**config.mk**
```make
export PLATFORM = sky130hd
export DESIGN_NAME = pere_front_flat
export DESIGN_NICKNAME = d
export VERILOG_FILES = /design/src/rtl/core/pere_pkg.sv /design/src/rtl/core/pere_ifs.sv /design/src/rtl/core/pere_front.sv /design/src/flat_wrapper.sv
export SDC_FILE = /design/constraint.sdc
export NUM_CORES = 1
export LEC_CHECK = 0
export ABC_AREA = 1
export BUFFER_PORTS_ARGS = -buffer_cell sky130_fd_sc_hd__buf_2
export CAP_MARGIN = 10
export CORE_AREA = 5 5 185 187
export CTS_CLUSTER_SIZE = 20
export DETAILED_ROUTE_END_ITERATION = 12
export DIE_AREA = 0 0 190 192
export SLEW_MARGIN = 20
export SYNTH_ARGS = -nofsm -noshare
export SYNTH_HDL_FRONTEND = slang
export SYNTH_SLANG_ARGS = --single-unit
```
**constraint.sdc**
```tcl
create_clock -name i_clk -period 23.3 [get_ports i_clk]
set_input_delay 2.33 -clock i_clk [delete_from_list [all_inputs] [get_ports i_clk]]
set_output_delay 2.33 -clock i_clk [all_outputs]
set_load 0.05 [all_outputs]
```
**src/rtl/core/pere_pkg.sv**
```systemverilog
// Shared types and constants for the pose error RMS evaluator.
// No dependencies; every other file refers to it by scoped names.
package pere_pkg;

    localparam int REG_IDX_W = 3;
    localparam logic [REG_IDX_W-1:0] REG_MEAS_OX = 3'd0;
    localparam logic [REG_IDX_W-1:0] REG_MEAS_OY = 3'd1;
    localparam logic [REG_IDX_W-1:0] REG_MEAS_OH = 3'd2;
    localparam logic [REG_IDX_W-1:0] REG_SIM_OX  = 3'd3;
    localparam logic [REG_IDX_W-1:0] REG_SIM_OY  = 3'd4;
    localparam logic [REG_IDX_W-1:0] REG_SIM_OH  = 3'd5;

    localparam int FIFO_DEPTH = 2;
    localparam int FIFO_AW    = 1;
    localparam int DIV_STEPS  = 64;
    localparam int SQRT_STEPS = 32;

    // Q2.30 reciprocal of the CORDIC gain
    localparam logic signed [33:0] INV_GAIN = 34'sd652032874;
    localparam logic signed [67:0] ROUND_HALF = 68'sd536870912;

    localparam logic signed [33:0] ATAN_TAB [0:31] = '{
        34'sd536870912, 34'sd316933406, 34'sd167458907, 34'sd85004756,
        34'sd42667331, 34'sd21354465, 34'sd10679838, 34'sd5340245,
        34'sd2670163, 34'sd1335087, 34'sd667544, 34'sd333772,
        34'sd166886, 34'sd83443, 34'sd41722, 34'sd20861,
        34'sd10430, 34'sd5215, 34'sd2608, 34'sd1304,
        34'sd652, 34'sd326, 34'sd163, 34'sd81,
        34'sd41, 34'sd20, 34'sd10, 34'sd5,
        34'sd3, 34'sd1, 34'sd1, 34'sd0
    };

    typedef struct packed {
        logic signed [31:0] meas_x;
        logic signed [31:0] meas_y;
        logic signed [15:0] meas_heading;
        logic signed [31:0] sim_x;
        logic signed [31:0] sim_y;
        logic signed [15:0] sim_heading;
    } t_in;

    typedef struct packed {
        logic signed [31:0] aligned_x;
        logic signed [31:0] aligned_y;
        logic signed [15:0] aligned_heading;
        logic [31:0]        pos_err;
        logic signed [15:0] head_err;
        logic [31:0]        position_rms;
        logic [15:0]        heading_rms;
    } t_out;

    typedef struct packed {
        logic signed [31:0] meas_ox;
        logic signed [31:0] meas_oy;
        logic signed [15:0] meas_oh;
        logic signed [31:0] sim_ox;
        logic signed [31:0] sim_oy;
        logic signed [15:0] sim_oh;
    } t_cfg;

    // Front-end result: offsets from the measured origin and wrapped headings
    typedef struct packed {
        logic signed [32:0] dx;
        logic signed [32:0] dy;
        logic signed [31:0] sx;
        logic signed [31:0] sy;
        logic signed [15:0] ah;
        logic signed [15:0] he;
    } t_work;

endpackage

```
**src/rtl/core/pere_ifs.sv**
```systemverilog
// Valid/ready channel interfaces for the pose error RMS evaluator.
// Depends on pere_pkg for the payload types.
interface pere_in_if;
    logic           valid;
    logic           ready;
    pere_pkg::t_in  payload;
    modport source (output valid, output payload, input ready);
    modport sink   (input valid, input payload, output ready);
endinterface


interface pere_work_if;
    logic            valid;
    logic            ready;
    pere_pkg::t_work payload;
    modport source (output valid, output payload, input ready);
    modport sink   (input valid, input payload, output ready);
endinterface


```
**src/rtl/core/pere_front.sv**
```systemverilog
// Front end: accept a pose pair, offset it from the measured origin and wrap headings.
// Depends on pere_pkg and the channel interfaces.
module pere_front (
    input  logic           i_clk,
    input  logic           i_rst_n,
    input  pere_pkg::t_cfg i_cfg,
    pere_in_if.sink        i_req,
    pere_work_if.source    o_work
);
    logic            r_valid;
    pere_pkg::t_work r_work;
    pere_pkg::t_work n_work;

    always_comb begin
        n_work.dx = {i_req.payload.meas_x[31], i_req.payload.meas_x}
                  - {i_cfg.meas_ox[31], i_cfg.meas_ox};
        n_work.dy = {i_req.payload.meas_y[31], i_req.payload.meas_y}
                  - {i_cfg.meas_oy[31], i_cfg.meas_oy};
        n_work.sx = i_req.payload.sim_x;
        n_work.sy = i_req.payload.sim_y;
        n_work.ah = i_req.payload.meas_heading - i_cfg.meas_oh + i_cfg.sim_oh;
        n_work.he = i_req.payload.sim_heading - n_work.ah;
    end

    assign i_req.ready    = !r_valid || o_work.ready;
    assign o_work.valid   = r_valid;
    assign o_work.payload = r_work;

    always_ff @(posedge i_clk) begin
        if (!i_rst_n) begin
            r_valid <= 1'b0;
        end else begin
            if (i_req.valid && i_req.ready) begin
                r_valid <= 1'b1;
                r_work  <= n_work;
            end else if (o_work.ready) begin
                r_valid <= 1'b0;
            end
        end
    end
endmodule

```
**src/flat_wrapper.sv**
```systemverilog
// flat-port wrapper written by rule: the top's interface ports become plain ports
module pere_front_flat 
  (i_clk, i_rst_n, i_cfg, i_req_valid, i_req_payload, i_req_ready, o_work_valid, o_work_payload, o_work_ready);
  pere_in_if i_req_i ();
  pere_work_if o_work_i ();
  input  logic i_clk;
  input  logic i_rst_n;
  input  pere_pkg::t_cfg i_cfg;
  input wire logic [$bits(i_req_i.valid)-1:0] i_req_valid;
  input wire logic [$bits(i_req_i.payload)-1:0] i_req_payload;
  output wire logic [$bits(i_req_i.ready)-1:0] i_req_ready;
  output wire logic [$bits(o_work_i.valid)-1:0] o_work_valid;
  output wire logic [$bits(o_work_i.payload)-1:0] o_work_payload;
  input wire logic [$bits(o_work_i.ready)-1:0] o_work_ready;
  assign i_req_i.valid = i_req_valid;
  assign i_req_i.payload = i_req_payload;
  assign i_req_ready = i_req_i.ready;
  assign o_work_valid = o_work_i.valid;
  assign o_work_payload = o_work_i.payload;
  assign o_work_i.ready = o_work_ready;
  pere_front u_core (.i_clk(i_clk), .i_rst_n(i_rst_n), .i_cfg(i_cfg), .i_req(i_req_i), .o_work(o_work_i));
endmodule
```
==> metrics.txt <==
CP cell instances=buf_2 > inv_1 > ha_1 > inv_1 > ha_1 > inv_1 > fa_1 > inv_1 > nand3_1 > nand3_2 > xor2_1 > inv_1 > ha_1 > nand2_1 > inv_1 > nand4_1 > nand3_1 > nand3_1 > nand2_1 > nand3_2 > nand2_1 > nand3_1 > nand3_1 > nand2_1; flop-to-flop setup slack=21.48 ns; worst max-slew margin expressed relative to the limit=32.2%; Worst R2R Path Depth=4; PD cells=73.6 nW/um^2; Setup Crit Path Kind=primary input to register; static leakage power=7.45 nW; sequential share of the synthesized area=43.3%; later-pin clock latency in the skew report=0.44 ns; core region area=32300 sq um; largest net degree at the start of global routing=83; overall overflow remaining after global route=0; Worst Hold Depth=4; Port Buffers=423; netlist area before placement=11300 sq um; post-CTS setup-driven buffer insertion count=0; PnR Total Power=0.00107 W; share of the synthesized area in the top cell type=43.1%; most common cell in the synthesized netlist=nand2_1; top area cells in the synthesized netlist=edfxtp_1 (43%), ha_1 (9.7%), nand2_1 (9.0%); Resized Gates After CTS=0; global-route usage over all layers=18.1%; Synth Net Count=1712; required time of the critical path=23.50 ns; flop and latch count out of synthesis=163; Via density=4.63; upper clock frequency limit=191 MHz; number of synthesized flops with an enable pin=162; number of design-rule violations left by the first detailed-router iteration=486; path category of the worst min-delay check=register to register; slowest stage cell on the critical path=fa_1; clock slew at the register clock pins of the worst setup and hold paths=0.08 ns; run status=complete, no violations; longest individual stage delay on the worst path=0.41 ns; boundary pin count=488; Die X-Extent=190 um; # DRC=0; largest area contributor in the netlist=edfxtp_1; Distinct cells, synth=39; number of setup violations in the final report=0; type of destination of the critical path=register; fraction of final layout cells sized beyond drive strength 1=30.2%; IR Drop Worst-Case VDD=0.0000487 V; fraction of the cycle the final worst path needs=22.5%; Final Hold Violating Endpoints=0; Yosys warning count=0; hold-fix buffers at CTS=0; Slew Viols, Final=0; top fanout value on the critical path=4; clock tree from TritonCTS=yes; CTS Sinks=163; arrival time of data at the critical path endpoint=5.43 ns; total via count after detailed routing=10100; mean area per synthesized cell=8.79 sq um; launch point of the worst path=i_cfg[0]; placer's final routability congestion estimate=0.894; total number of nets in the final design=2156; Clock Root Buffer=clkbuf_16; Final TNS setup=0 ns; count of maximum capacitance violations=0; Worst setup endpoint=u_core.o_work.payload[15]$_DFFE_PP_; antenna viol nets, final=0; first drt pass iteration count=5; count of mapped cells out of synthesis=1283; Die Area=36500 sq um; routed wire length per instance=15.5 um; CTS H-tree lvls=4; PnR worst setup slack=18.06 ns; Most used DFF post-synth=edfxtp_1; setup clock skew after layout=0.0113 ns; number of global-route vias before repair=10100; signed area change from the synthesized netlist to the final layout=29.5%; cell seen most often among critical-path stages=inv_1; worst setup timing slack at the placement stage=17.62 ns; placed wire-length estimate after detailed placement=28700 um; shortest clock period the worst path allows after layout=5.24 ns; setup repair after global routing missed its margin=false; worst reg2reg endpoint=u_core.o_work.payload[112]$_DFFE_PP_; antenna violations before repair=6; Placement Rows=66; slew at the pin closest to its max-slew limit=1.02 ns; sum of routed wire length over all layers=33900 um; Crit Reg-Reg Startpoint=u_core.o_work.valid$_SDFFE_PN0P_; commonest cells in the netlist=nand2_1 (270), inv_1 (268), edfxtp_1 (162); worst hold slack across all endpoints=0.581 ns; Die H=192 um; share of flip-flops with an asynchronous set or reset after synthesis=0%; kind of start point of the critical path=primary input; number of CTS-inserted buffers=17; global-route wire length before repair=51900 um; initial cell density of the core=34.9%; maximum buffer depth of the clock tree=2
## metal layers
| metal | routed length, um | track usage (%) | vias up |
|---|---|---|---|
| met5 | 34 | 0 | - |
| met2 | 16600 | 31.7 | 329 |
| li1 | - | - | 5094 |
| met4 | 659 | 5.09 | 6 |
| met1 | 14200 | 22.1 | 4653 |
| met3 | 2410 | 4.56 | 42 |
## worst max-delay path: cells and delay by family
kind	cells	cell delay [ns]
buf+inv	7	0.48
fa+ha+maj	4	1.23
xor+xnor	1	0.23
simple gates	12	1.16
## kinds of logic after synthesis
logic type	after synthesis	share of synthesized area [%]
flops	163	43.3
buf+inv	273	9.08
fa+ha+maj	105	12.8
compound gates	163	8.97
simple gates	508	20.3
xor+xnor	71	5.51
## stage by stage
stage          cell area, sq um  utilization (%)  cells
3_5_place_dp              14000             43.3   2150
5_1_grt                   14600             45.2   2184
6_report                  14600             45.2   2185
4_1_cts                   14600             45.2   2182
3_3_place_gp              14000             43.3   2150
2_1_floorplan             11300                -   1283
## area by class of cell
type | instances | area (sq um)
Clock inverter | 15 | 203
Timing Repair Buffer | 425 | 2140
Inverter | 273 | 1020
Clock buffer | 17 | 425
Tap cell | 442 | 553
Antenna cell | 3 | 7.51
Fill cell | 3253 | 17700
Multi-Input combinational cell | 847 | 5380
Sequential cell | 163 | 4880
## flip-flops by register name, summed over array words and instances, names as in the netlist
name and flops:
u_core.o_work.payload 162, u_core.o_work.valid 1
## layout by cell type (no fill, tap or decap), types with 14 or more instances in the layout
master     count
a21o_1        15
a21oi_1       67
buf_2        423
clkbuf_16     17
edfxtp_1     162
fa_1          18
ha_1          87
inv_1        268
nand2_1      270
nand2_2       32
nand3_1       63
nand4_1       16
nor2_1        83
o21ai_0       24
o21bai_1      14
xor2_1        58
## power breakdown
group / switching, W / internal [W]
combinational: 0.000279 / 0.000131
clock: 0.000147 / 0.000148
sequential: 0.00000598 / 0.000364
## worst min path at each step
stage / from / to / slack [ns]
2_1_floorplan: u_core.o_work.valid$_SDFFE_PN0P_ / u_core.o_work.valid$_SDFFE_PN0P_ / 1.08
3_3_place_gp: u_core.o_work.valid$_SDFFE_PN0P_ / u_core.o_work.valid$_SDFFE_PN0P_ / 0.56
3_5_place_dp: u_core.o_work.valid$_SDFFE_PN0P_ / u_core.o_work.valid$_SDFFE_PN0P_ / 0.57
4_1_cts: u_core.o_work.valid$_SDFFE_PN0P_ / u_core.o_work.valid$_SDFFE_PN0P_ / 0.58
5_1_grt: u_core.o_work.valid$_SDFFE_PN0P_ / u_core.o_work.valid$_SDFFE_PN0P_ / 0.63
6_report: u_core.o_work.valid$_SDFFE_PN0P_ / u_core.o_work.valid$_SDFFE_PN0P_ / 0.58
(Power assumes the default switching activity.)
