**src/rtl/core/pere_pkg.sv**
```systemverilog
// Shared types and constants for the pose error RMS evaluator.
// No dependencies; every other file refers to it by scoped names.
package pere_pkg;

    localparam int REG_IDX_W = 3;
    localparam logic [REG_IDX_W-1:0] REG_MEAS_OX = 3'd0;
    localparam logic [REG_IDX_W-1:0] REG_MEAS_OY = 3'd1;
    localparam logic [REG_IDX_W-1:0] REG_MEAS_OH = 3'd2;
    localparam logic [REG_IDX_W-1:0] REG_SIM_OX  = 3'd3;
    localparam logic [REG_IDX_W-1:0] REG_SIM_OY  = 3'd4;
    localparam logic [REG_IDX_W-1:0] REG_SIM_OH  = 3'd5;

    localparam int FIFO_DEPTH = 2;
    localparam int FIFO_AW    = 1;
    localparam int DIV_STEPS  = 64;
    localparam int SQRT_STEPS = 32;

    // Q2.30 reciprocal of the CORDIC gain
    localparam logic signed [33:0] INV_GAIN = 34'sd652032874;
    localparam logic signed [67:0] ROUND_HALF = 68'sd536870912;

    localparam logic signed [33:0] ATAN_TAB [0:31] = '{
        34'sd536870912, 34'sd316933406, 34'sd167458907, 34'sd85004756,
        34'sd42667331, 34'sd21354465, 34'sd10679838, 34'sd5340245,
        34'sd2670163, 34'sd1335087, 34'sd667544, 34'sd333772,
        34'sd166886, 34'sd83443, 34'sd41722, 34'sd20861,
        34'sd10430, 34'sd5215, 34'sd2608, 34'sd1304,
        34'sd652, 34'sd326, 34'sd163, 34'sd81,
        34'sd41, 34'sd20, 34'sd10, 34'sd5,
        34'sd3, 34'sd1, 34'sd1, 34'sd0
    };

    typedef struct packed {
        logic signed [31:0] meas_x;
        logic signed [31:0] meas_y;
        logic signed [15:0] meas_heading;
        logic signed [31:0] sim_x;
        logic signed [31:0] sim_y;
        logic signed [15:0] sim_heading;
    } t_in;

    typedef struct packed {
        logic signed [31:0] aligned_x;
        logic signed [31:0] aligned_y;
        logic signed [15:0] aligned_heading;
        logic [31:0]        pos_err;
        logic signed [15:0] head_err;
        logic [31:0]        position_rms;
        logic [15:0]        heading_rms;
    } t_out;

    typedef struct packed {
        logic signed [31:0] meas_ox;
        logic signed [31:0] meas_oy;
        logic signed [15:0] meas_oh;
        logic signed [31:0] sim_ox;
        logic signed [31:0] sim_oy;
        logic signed [15:0] sim_oh;
    } t_cfg;

    // Front-end result: offsets from the measured origin and wrapped headings
    typedef struct packed {
        logic signed [32:0] dx;
        logic signed [32:0] dy;
        logic signed [31:0] sx;
        logic signed [31:0] sy;
        logic signed [15:0] ah;
        logic signed [15:0] he;
    } t_work;

endpackage

```
**src/rtl/core/pere_ifs.sv**
```systemverilog


interface pere_work_if;
    logic            valid;
    logic            ready;
    pere_pkg::t_work payload;
    modport source (output valid, output payload, input ready);
    modport sink   (input valid, input payload, output ready);
endinterface


```
**src/rtl/core/pere_fifo.sv**
```systemverilog
// Two-entry queue between the front end and the back end.
// Depends on pere_pkg and the channel interfaces.
module pere_fifo (
    input  logic        i_clk,
    input  logic        i_rst_n,
    pere_work_if.sink   i_work,
    pere_work_if.source o_work
);
    pere_pkg::t_work               r_mem [pere_pkg::FIFO_DEPTH];
    logic [pere_pkg::FIFO_AW-1:0]  r_wp;
    logic [pere_pkg::FIFO_AW-1:0]  r_rp;
    logic [pere_pkg::FIFO_AW:0]    r_cnt;
    logic                          n_push;
    logic                          n_pop;

    assign i_work.ready   = (r_cnt != (pere_pkg::FIFO_AW+1)'(pere_pkg::FIFO_DEPTH));
    assign o_work.valid   = (r_cnt != '0);
    assign o_work.payload = r_mem[r_rp];
    assign n_push = i_work.valid && i_work.ready;
    assign n_pop  = o_work.valid && o_work.ready;

    always_ff @(posedge i_clk) begin
        if (n_push) begin
            r_mem[r_wp] <= i_work.payload;
        end
    end

    always_ff @(posedge i_clk) begin
        if (!i_rst_n) begin
            r_wp  <= '0;
            r_rp  <= '0;
            r_cnt <= '0;
        end else begin
            if (n_push) begin
                r_wp <= r_wp + 1'b1;
            end
            if (n_pop) begin
                r_rp <= r_rp + 1'b1;
            end
            if (n_push && !n_pop) begin
                r_cnt <= r_cnt + 1'b1;
            end else if (n_pop && !n_push) begin
                r_cnt <= r_cnt - 1'b1;
            end
        end
    end
endmodule

```
**src/flat_wrapper.sv**
```systemverilog
// flat-port wrapper written by rule: the top's interface ports become plain ports
module pere_fifo_flat 
  (i_clk, i_rst_n, i_work_valid, i_work_payload, i_work_ready, o_work_valid, o_work_payload, o_work_ready);
  pere_work_if i_work_i ();
  pere_work_if o_work_i ();
  input  logic i_clk;
  input  logic i_rst_n;
  input wire logic [$bits(i_work_i.valid)-1:0] i_work_valid;
  input wire logic [$bits(i_work_i.payload)-1:0] i_work_payload;
  output wire logic [$bits(i_work_i.ready)-1:0] i_work_ready;
  output wire logic [$bits(o_work_i.valid)-1:0] o_work_valid;
  output wire logic [$bits(o_work_i.payload)-1:0] o_work_payload;
  input wire logic [$bits(o_work_i.ready)-1:0] o_work_ready;
  assign i_work_i.valid = i_work_valid;
  assign i_work_i.payload = i_work_payload;
  assign i_work_ready = i_work_i.ready;
  assign o_work_valid = o_work_i.valid;
  assign o_work_payload = o_work_i.payload;
  assign o_work_i.ready = o_work_ready;
  pere_fifo u_core (.i_clk(i_clk), .i_rst_n(i_rst_n), .i_work(i_work_i), .o_work(o_work_i));
endmodule
```
**config.mk**
```make
export PLATFORM = sky130hd
export DESIGN_NAME = pere_fifo_flat
export DESIGN_NICKNAME = d
export VERILOG_FILES = /design/src/rtl/core/pere_pkg.sv /design/src/rtl/core/pere_ifs.sv /design/src/rtl/core/pere_fifo.sv /design/src/flat_wrapper.sv
export SDC_FILE = /design/constraint.sdc
export NUM_CORES = 1
export LEC_CHECK = 0
export BUFFER_PORTS_ARGS = -buffer_cell sky130_fd_sc_hd__buf_2
export CORE_MARGIN = 1
export CORE_UTILIZATION = 35
export DETAILED_ROUTE_END_ITERATION = 10
export RECOVER_POWER = 100
export SLEW_MARGIN = 20
export SYNTH_ARGS = -nofsm -noshare
export SYNTH_HDL_FRONTEND = slang
export SYNTH_SLANG_ARGS = --single-unit
```
**constraint.sdc**
```tcl
create_clock -name i_clk -period 5.6 [get_ports i_clk]
set_input_delay 0.56 -clock i_clk [delete_from_list [all_inputs] [get_ports i_clk]]
set_output_delay 0.56 -clock i_clk [all_outputs]
set_load 0.05 [all_outputs]
```
==> results.yml, run 1 <==
run_status:
  status: "finished, violations left"
  violations: "capacitance limit, slew limit"
drt:
  wl_per_cell_um: 17.4
  vias: 6051
  drt-total-wl_um: 23700
  drtIter0Drc: 240
  drt_pass1_iterations: 4
  ant_nets: 0
  drc: 0
  avgViaCountPerCell: 4.43
pwr:
  power_frac_seq_pct: 40.5
  p_sw_uw: 2980
  vdd_ir_drop_max_mv: 0.306
  clkPwrFrac_pct: 26.5
  swShare_pct: 37.3
  leakage_uw: 0.00522
  combPwrFrac_pct: 33.0
  power_density_mw_per_mm2: 528
  intPower_uw: 5000
clock_network:
  post-cts-setup-buffers: 0
  clock_path_buffers: 3
  hold_buffers: 0
  clkTransAtPathRegs_ns: 0.06
  clkLatencyLatePin_ns: 0.51
  post_cts_resized: 0
  cts_tree: "built"
  cts_inserted_buffers: 36
  cts_root_buf: "clkbuf_16"
  cts.sinks: 329
  htree_levels: 2
setup_path:
  path_class: "flop to primary output"
  path_buf_inv: 2
  r2r_start: "u_core.r_cnt[0]"
  cpLargestDelayFamily: "buffers and inverters"
  crit_path_end_kind: "primary output"
  cp_data_arrival_time_ns: 3.43
  critPathLaunchType: "flop"
  cpMostUsedCell: "clkbuf_1"
  cp_max_fo: 55
  crit_path_top_delay_cell: "clkbuf_1"
  max_stage_delay_ns: 1.09
  path_cells: "clkbuf_1, mux2_2, clkbuf_1"
  required_ns: 5.04
global_route:
  grt_pass1_vias: 6287
  grt_usage_pct: 12.8
  antenna_found_initial: 1
  grt_max_degree: 86
  gr-total-overflow: 0
  grt_pass1_wl_um: 35100
timing:
  hold_viol: 0
  setup_viol: 0
  fin_tns_setup_ns: 0
  slew_headroom_pct: -116
  setup_slack_ns: 1.61
  finalCritPeriodShare_pct: 71.2
  worst_pin_slew_ns: 3.23
  rsz0062_at_grt: "false"
  period_needed_ns: 3.99
  fin_worst_skew_ns: 0.0105
  timing.fmax_mhz: 251
  maxSlewViolCount: 116
synthesis:
  syn_inst: 528
  syn_area_per_cell_um2: 23.2
  synth_area_leaders: "edfxtp_1, mux2_4, mux2_2"
  synth_warnings: 0
  ys_dominant_reg_cell: "edfxtp_1"
  synthTopCellsByCount: "edfxtp_1, mux2_2, mux2_4, buf_6, buf_2"
  syn_area_mm2: 0.0122
  synth-edff-count: 324
  synthesis.nets: 695
  ys_seq_area_share_pct: 80.2
  yosysTopAreaCell: "edfxtp_1"
  ys_ff_latch: 329
  synth_top_area_share_pct: 79.4
  synth_most_common_cell: "edfxtp_1"
  synth_cell_type_count: 21
  synthArstFlopShare_pct: 0
min_path:
  hp-start: "i_work_payload[159]"
  hold_class: "input port to flop"
placement:
  hpwl_um: 15300
  dp_slack_ns: 2.81
  gp_congestion: 0.768
  dp.cells: 1300
  io_buffers: 329
floorplanning:
  die_h_um: 189
  start_util_pct: 35.5
  dieArea_mm2: 0.0357
  ioPinCount: 330
  die_x_um: 189
  core_area_mm2: 0.0345
  fp-row-count: 68
layout:
  antenna-diode-count: 0
  stdcell_count: 1365
  area_growth_syn_to_layout_pct: 23.2
  fin_nets: 1050
  fill_cells: 3133
  layout-drive-gt1-share_pct: 35.5
run:
  cap_violations: 2
-- cell families (layout without fill, tap and decap cells) --
| logic type | Yosys count | count (layout) | synth area share [%] |
|---|---|---|---|
| AND/OR/NAND/NOR | 9 | 9 | 0.531 |
| buffers and inverters | 19 | 401 | 1.28 |
| adder cells (fa/ha/maj) | 1 | 1 | 0.102 |
| AO/OA/AOI/OAI | 5 | 5 | 0.286 |
| flip-flops | 329 | 329 | 80.2 |
| multiplexers | 162 | 162 | 17.3 |
| XOR/XNOR | 3 | 3 | 0.215 |
-- layout by cell type, fill, tap and decap left out, drive strengths merged --
master  instances
ha              1
a21boi          2
mux2          162
xor2            1
or2             1
inv             3
a21bo           1
clkinv         17
xnor2           2
buf           130
and3            1
and2            4
or3             1
nand3b          1
nand2b          1
edfxtp        324
o21ai           2
clkbuf        251
dfxtp           5
-- flip-flops by register name, summed over array words and instances, names as in the netlist, named ones only --
signal	cells
u_core.r_mem	324
u_core.r_wp	1
u_core.r_rp	1
u_core.r_cnt	2
-- power groups by stage --
stage / logic [uW] / registers (uW) / clock network [uW]
3_3_place_gp: 2810 / 3270 / 0
2_1_floorplan: 2330 / 3230 / 0
6_report: 2630 / 3230 / 2110
4_1_cts: 2810 / 3230 / 2190
3_5_place_dp: 2810 / 3280 / 0
5_1_grt: 2760 / 3270 / 2280
-- through the flow --
step	total power (uW)	utilization [%]	instance area, um2	hold WS, ns
floorplan	5560	-	12200	0.512
global placement	6080	41.8	14400	0.535
detailed placement	6090	41.8	14400	0.549
CTS	8240	44.9	15500	0.202
global route	8300	43.8	15100	0.207
finish	7980	43.8	15100	0.239
-- path summary, 6_finish.rpt --
check                          to  slack (ns)  cells after the start
max           o_work_payload[144]        1.61                      3
min          u_core.r_mem[1][159]        0.24                      1
max reg2reg  u_core.r_mem[0][148]        1.62                      4
min reg2reg       u_core.r_cnt[1]        0.54                      2
-- per-layer routing --
| layer | track usage, % | share of wire (%) | vias up |
|---|---|---|---|
| met5 | 0 | 0 | - |
| met4 | 5.02 | 3.0 | 0 |
| met3 | 4.11 | 8.5 | 48 |
| met2 | 20.9 | 47 | 247 |
| met1 | 15.7 | 41 | 2933 |
| li1 | - | - | 2823 |
-- cell type report --
cell class,count,area (um2),area share [%]
Timing Repair Buffer,335,1460,9.64
Tap cell,455,569,3.77
Sequential cell,329,9830,65.1
Clock buffer,46,960,6.36
Inverter,1,3.75,0.0249
Clock inverter,19,98.8,0.655
Multi-Input combinational cell,180,2180,14.4
Power figures use the tool's default switching activity.
==> inputs of run 2 (changes only) <==
ABC_AREA = 1   (was not set)
clock period = 3.55 ns   (was 5.6 ns; I/O delays follow)
==> run 2 against run 1 <==
Largest power group unchanged. First-iteration DRC count rose by 8.3%. Die area is essentially flat. Power rose by 60%. The run still ends with capacitance limit, slew limit left. Highest routed layer is now met5.
==> results.yml, run 2 <==
layout:
  layout_commonest_cell: "edfxtp_1"
  top_regs: "u_core.r_mem: 324 flops, u_core.r_cnt: 2 flops"
  area_growth_syn_to_layout_pct: 27.6
  largest_reg_flops: 324
  fin_nets: 1098
  fill_cells: 3127
  final_cell_mix: "edfxtp_1, clkbuf_1, buf_2"
  ff_latch_area_mm2: 0.00983
  antenna-diode-count: 0
  layout-drive-gt1-share_pct: 35.0
  regMostFlops: "u_core.r_mem"
  multiInputGateArea_mm2: 0.00225
global_route:
  antenna_found_initial: 1
  grt_pass1_wl_um: 36100
  grt_max_degree: 84
  gr-total-overflow: 0
  grt_pass1_vias: 6579
  grt_usage_pct: 13.1
setup_path:
  max_stage_delay_ns: 0.77
  rr_endpoint: "u_core.r_mem[0][133]"
  path_cells: "clkbuf_2, mux2_4, clkbuf_1"
  required_ns: 3.19
  r2r.worst_path.cells: 5
  crit_path_top_delay_cell: "dfxtp_4"
  path_buf_inv: 2
  cpLargestDelayFamily: "buffers and inverters"
  path_class: "flop to primary output"
  cp_num_cells: 3
  r2r_start: "u_core.r_cnt[0]"
  cp_max_fo: 40
  cp_data_arrival_time_ns: 2.60
  reg2reg_slack_ns: 0.68
  critPathLaunchType: "flop"
  crit_path_end_kind: "primary output"
  endpoint: "o_work_payload[113]"
timing:
  hold_viol: 0
  slew_headroom_pct: -38.3
  rsz0062_at_grt: "false"
  finalCritPeriodShare_pct: 83.3
  fin_tns_setup_ns: 0
  timing.fmax_mhz: 338
  maxSlewViolCount: 164
  setup_viol: 0
  fin_worst_skew_ns: 0.0106
  setup_slack_ns: 0.593
  worst_pin_slew_ns: 2.07
  period_needed_ns: 2.96
synthesis:
  ys_dominant_reg_cell: "edfxtp_1"
  synthTopCellsByCount: "edfxtp_1, mux2_2, mux2_4, buf_6, nand2_1"
  ys_ff_latch: 329
  yosysTopAreaCell: "edfxtp_1"
  synth_most_common_cell: "edfxtp_1"
  syn_inst: 541
  synth_area_leaders: "edfxtp_1, mux2_4, mux2_2"
  synth_cell_type_count: 15
  ys_seq_area_share_pct: 80.3
  synth-edff-count: 324
  synthArstFlopShare_pct: 0
  synth_top_area_share_pct: 79.4
  synthesis.nets: 708
  synth_warnings: 0
  syn_area_mm2: 0.0122
  syn_area_per_cell_um2: 22.6
min_path:
  hold_class: "input port to flop"
floorplanning:
  dieArea_mm2: 0.0357
  start_util_pct: 35.5
  core_area_mm2: 0.0345
  die_h_um: 189
  die_x_um: 189
  ioPinCount: 330
  fp-row-count: 68
placement:
  hpwl_um: 15800
  io_buffers: 329
  dp_slack_ns: 1.39
  gp_congestion: 0.746
run:
  cap_violations: 2
run_status:
  status: "finished, violations left"
  violations: "capacitance limit, slew limit"
clock_network:
  clkTransAtPathRegs_ns: 0.06
  htree_levels: 2
  cts_inserted_buffers: 36
  cts_root_buf: "clkbuf_16"
  clock_path_buffers: 3
  cts_tree: "built"
  cts.sinks: 329
  clkLatencyLatePin_ns: 0.51
pwr:
  power_density_mw_per_mm2: 815
  vdd_ir_drop_max_mv: 0.505
  leakage_uw: 0.00547
drt:
  ant_nets: 0
  drt_pass1_iterations: 4
  drt-total-wl_um: 24300
  drc: 0
  wl_per_cell_um: 17.2
  drtIter0Drc: 260
  vias: 6298
  avgViaCountPerCell: 4.46
[run 2: changes by cell type after synthesis, moves of 2 or more]
cell / before / now
xnor2_1: 2 / 0
inv_1: 1 / 8
nand2_1: 0 / 9
and2_1: 4 / 0
nor2_1: 0 / 8
[run 2: metrics by stage]
stage               utilization (%)  hold slack (ns)  total power, uW  cells  area, um2
floorplan                         -            0.454             8470    541      12300
global placement               42.1            0.483             9330   1317      14500
detailed placement             42.1            0.488             9360   1317      14500
CTS                            46.3         0.000283            13100   1409      16000
global route                   45.4        0.0000360            13200   1411      15600
finish                         45.4           0.0280            12700   1411      15600
[run 2: logic make-up after synthesis]
group           after synthesis  share of synthesized area [%]
compound gates                4                          0.184
fa+ha+maj                     1                          0.102
buf+inv                      26                           1.49
flops                       329                           80.3
mux                         162                           17.3
simple gates                 19                          0.613
[run 2: metal layers]
metal  GRT usage [%]  vias to the layer above  part of all wire (%)
li1                -                     2919                     -
met1            15.4                     3074                    40
met2            21.8                      254                    49
met3            5.02                       49                   8.3
met4            5.09                        2                   2.7
met5               0                        -                 0.054
[run 2: worst min path at each step]
stage	to	slack, ns	cells past startpoint	startpoint
after floorplan	u_core.r_mem[0][0]	0.45	0	i_work_payload[0]
after global placement	flop	0.48	2	u_core.r_rp
after detailed placement	flop	0.49	2	u_core.r_rp
after CTS	u_core.r_mem[0][27]	0.0003	1	i_work_payload[27]
after global routing	u_core.r_mem[0][84]	0.00004	1	i_work_payload[84]
final	u_core.r_mem[0][148]	0.03	1	i_work_payload[148]
[run 2: power breakdown]
group,internal (uW),switching [uW]
Clock,2200,1450
Combinational,1050,2930
Sequential,4940,183
Total,8180,4560
[run 2: area by class of cell]
cell class / count / share of cell area, %
clock buffers: 40 / 5.99
clock inverters: 23 / 1.44
inverters: 8 / 0.192
multi-input cells: 186 / 14.4
flip-flops and latches: 329 / 62.9
well taps: 455 / 3.64
repair buffers: 370 / 11.4
[run 2: timing repair]
item	CTS	global route
resized for setup	0	0
endpoints found under the hold margin	53	3
buffers inserted	0	0
hold buffers	29	2
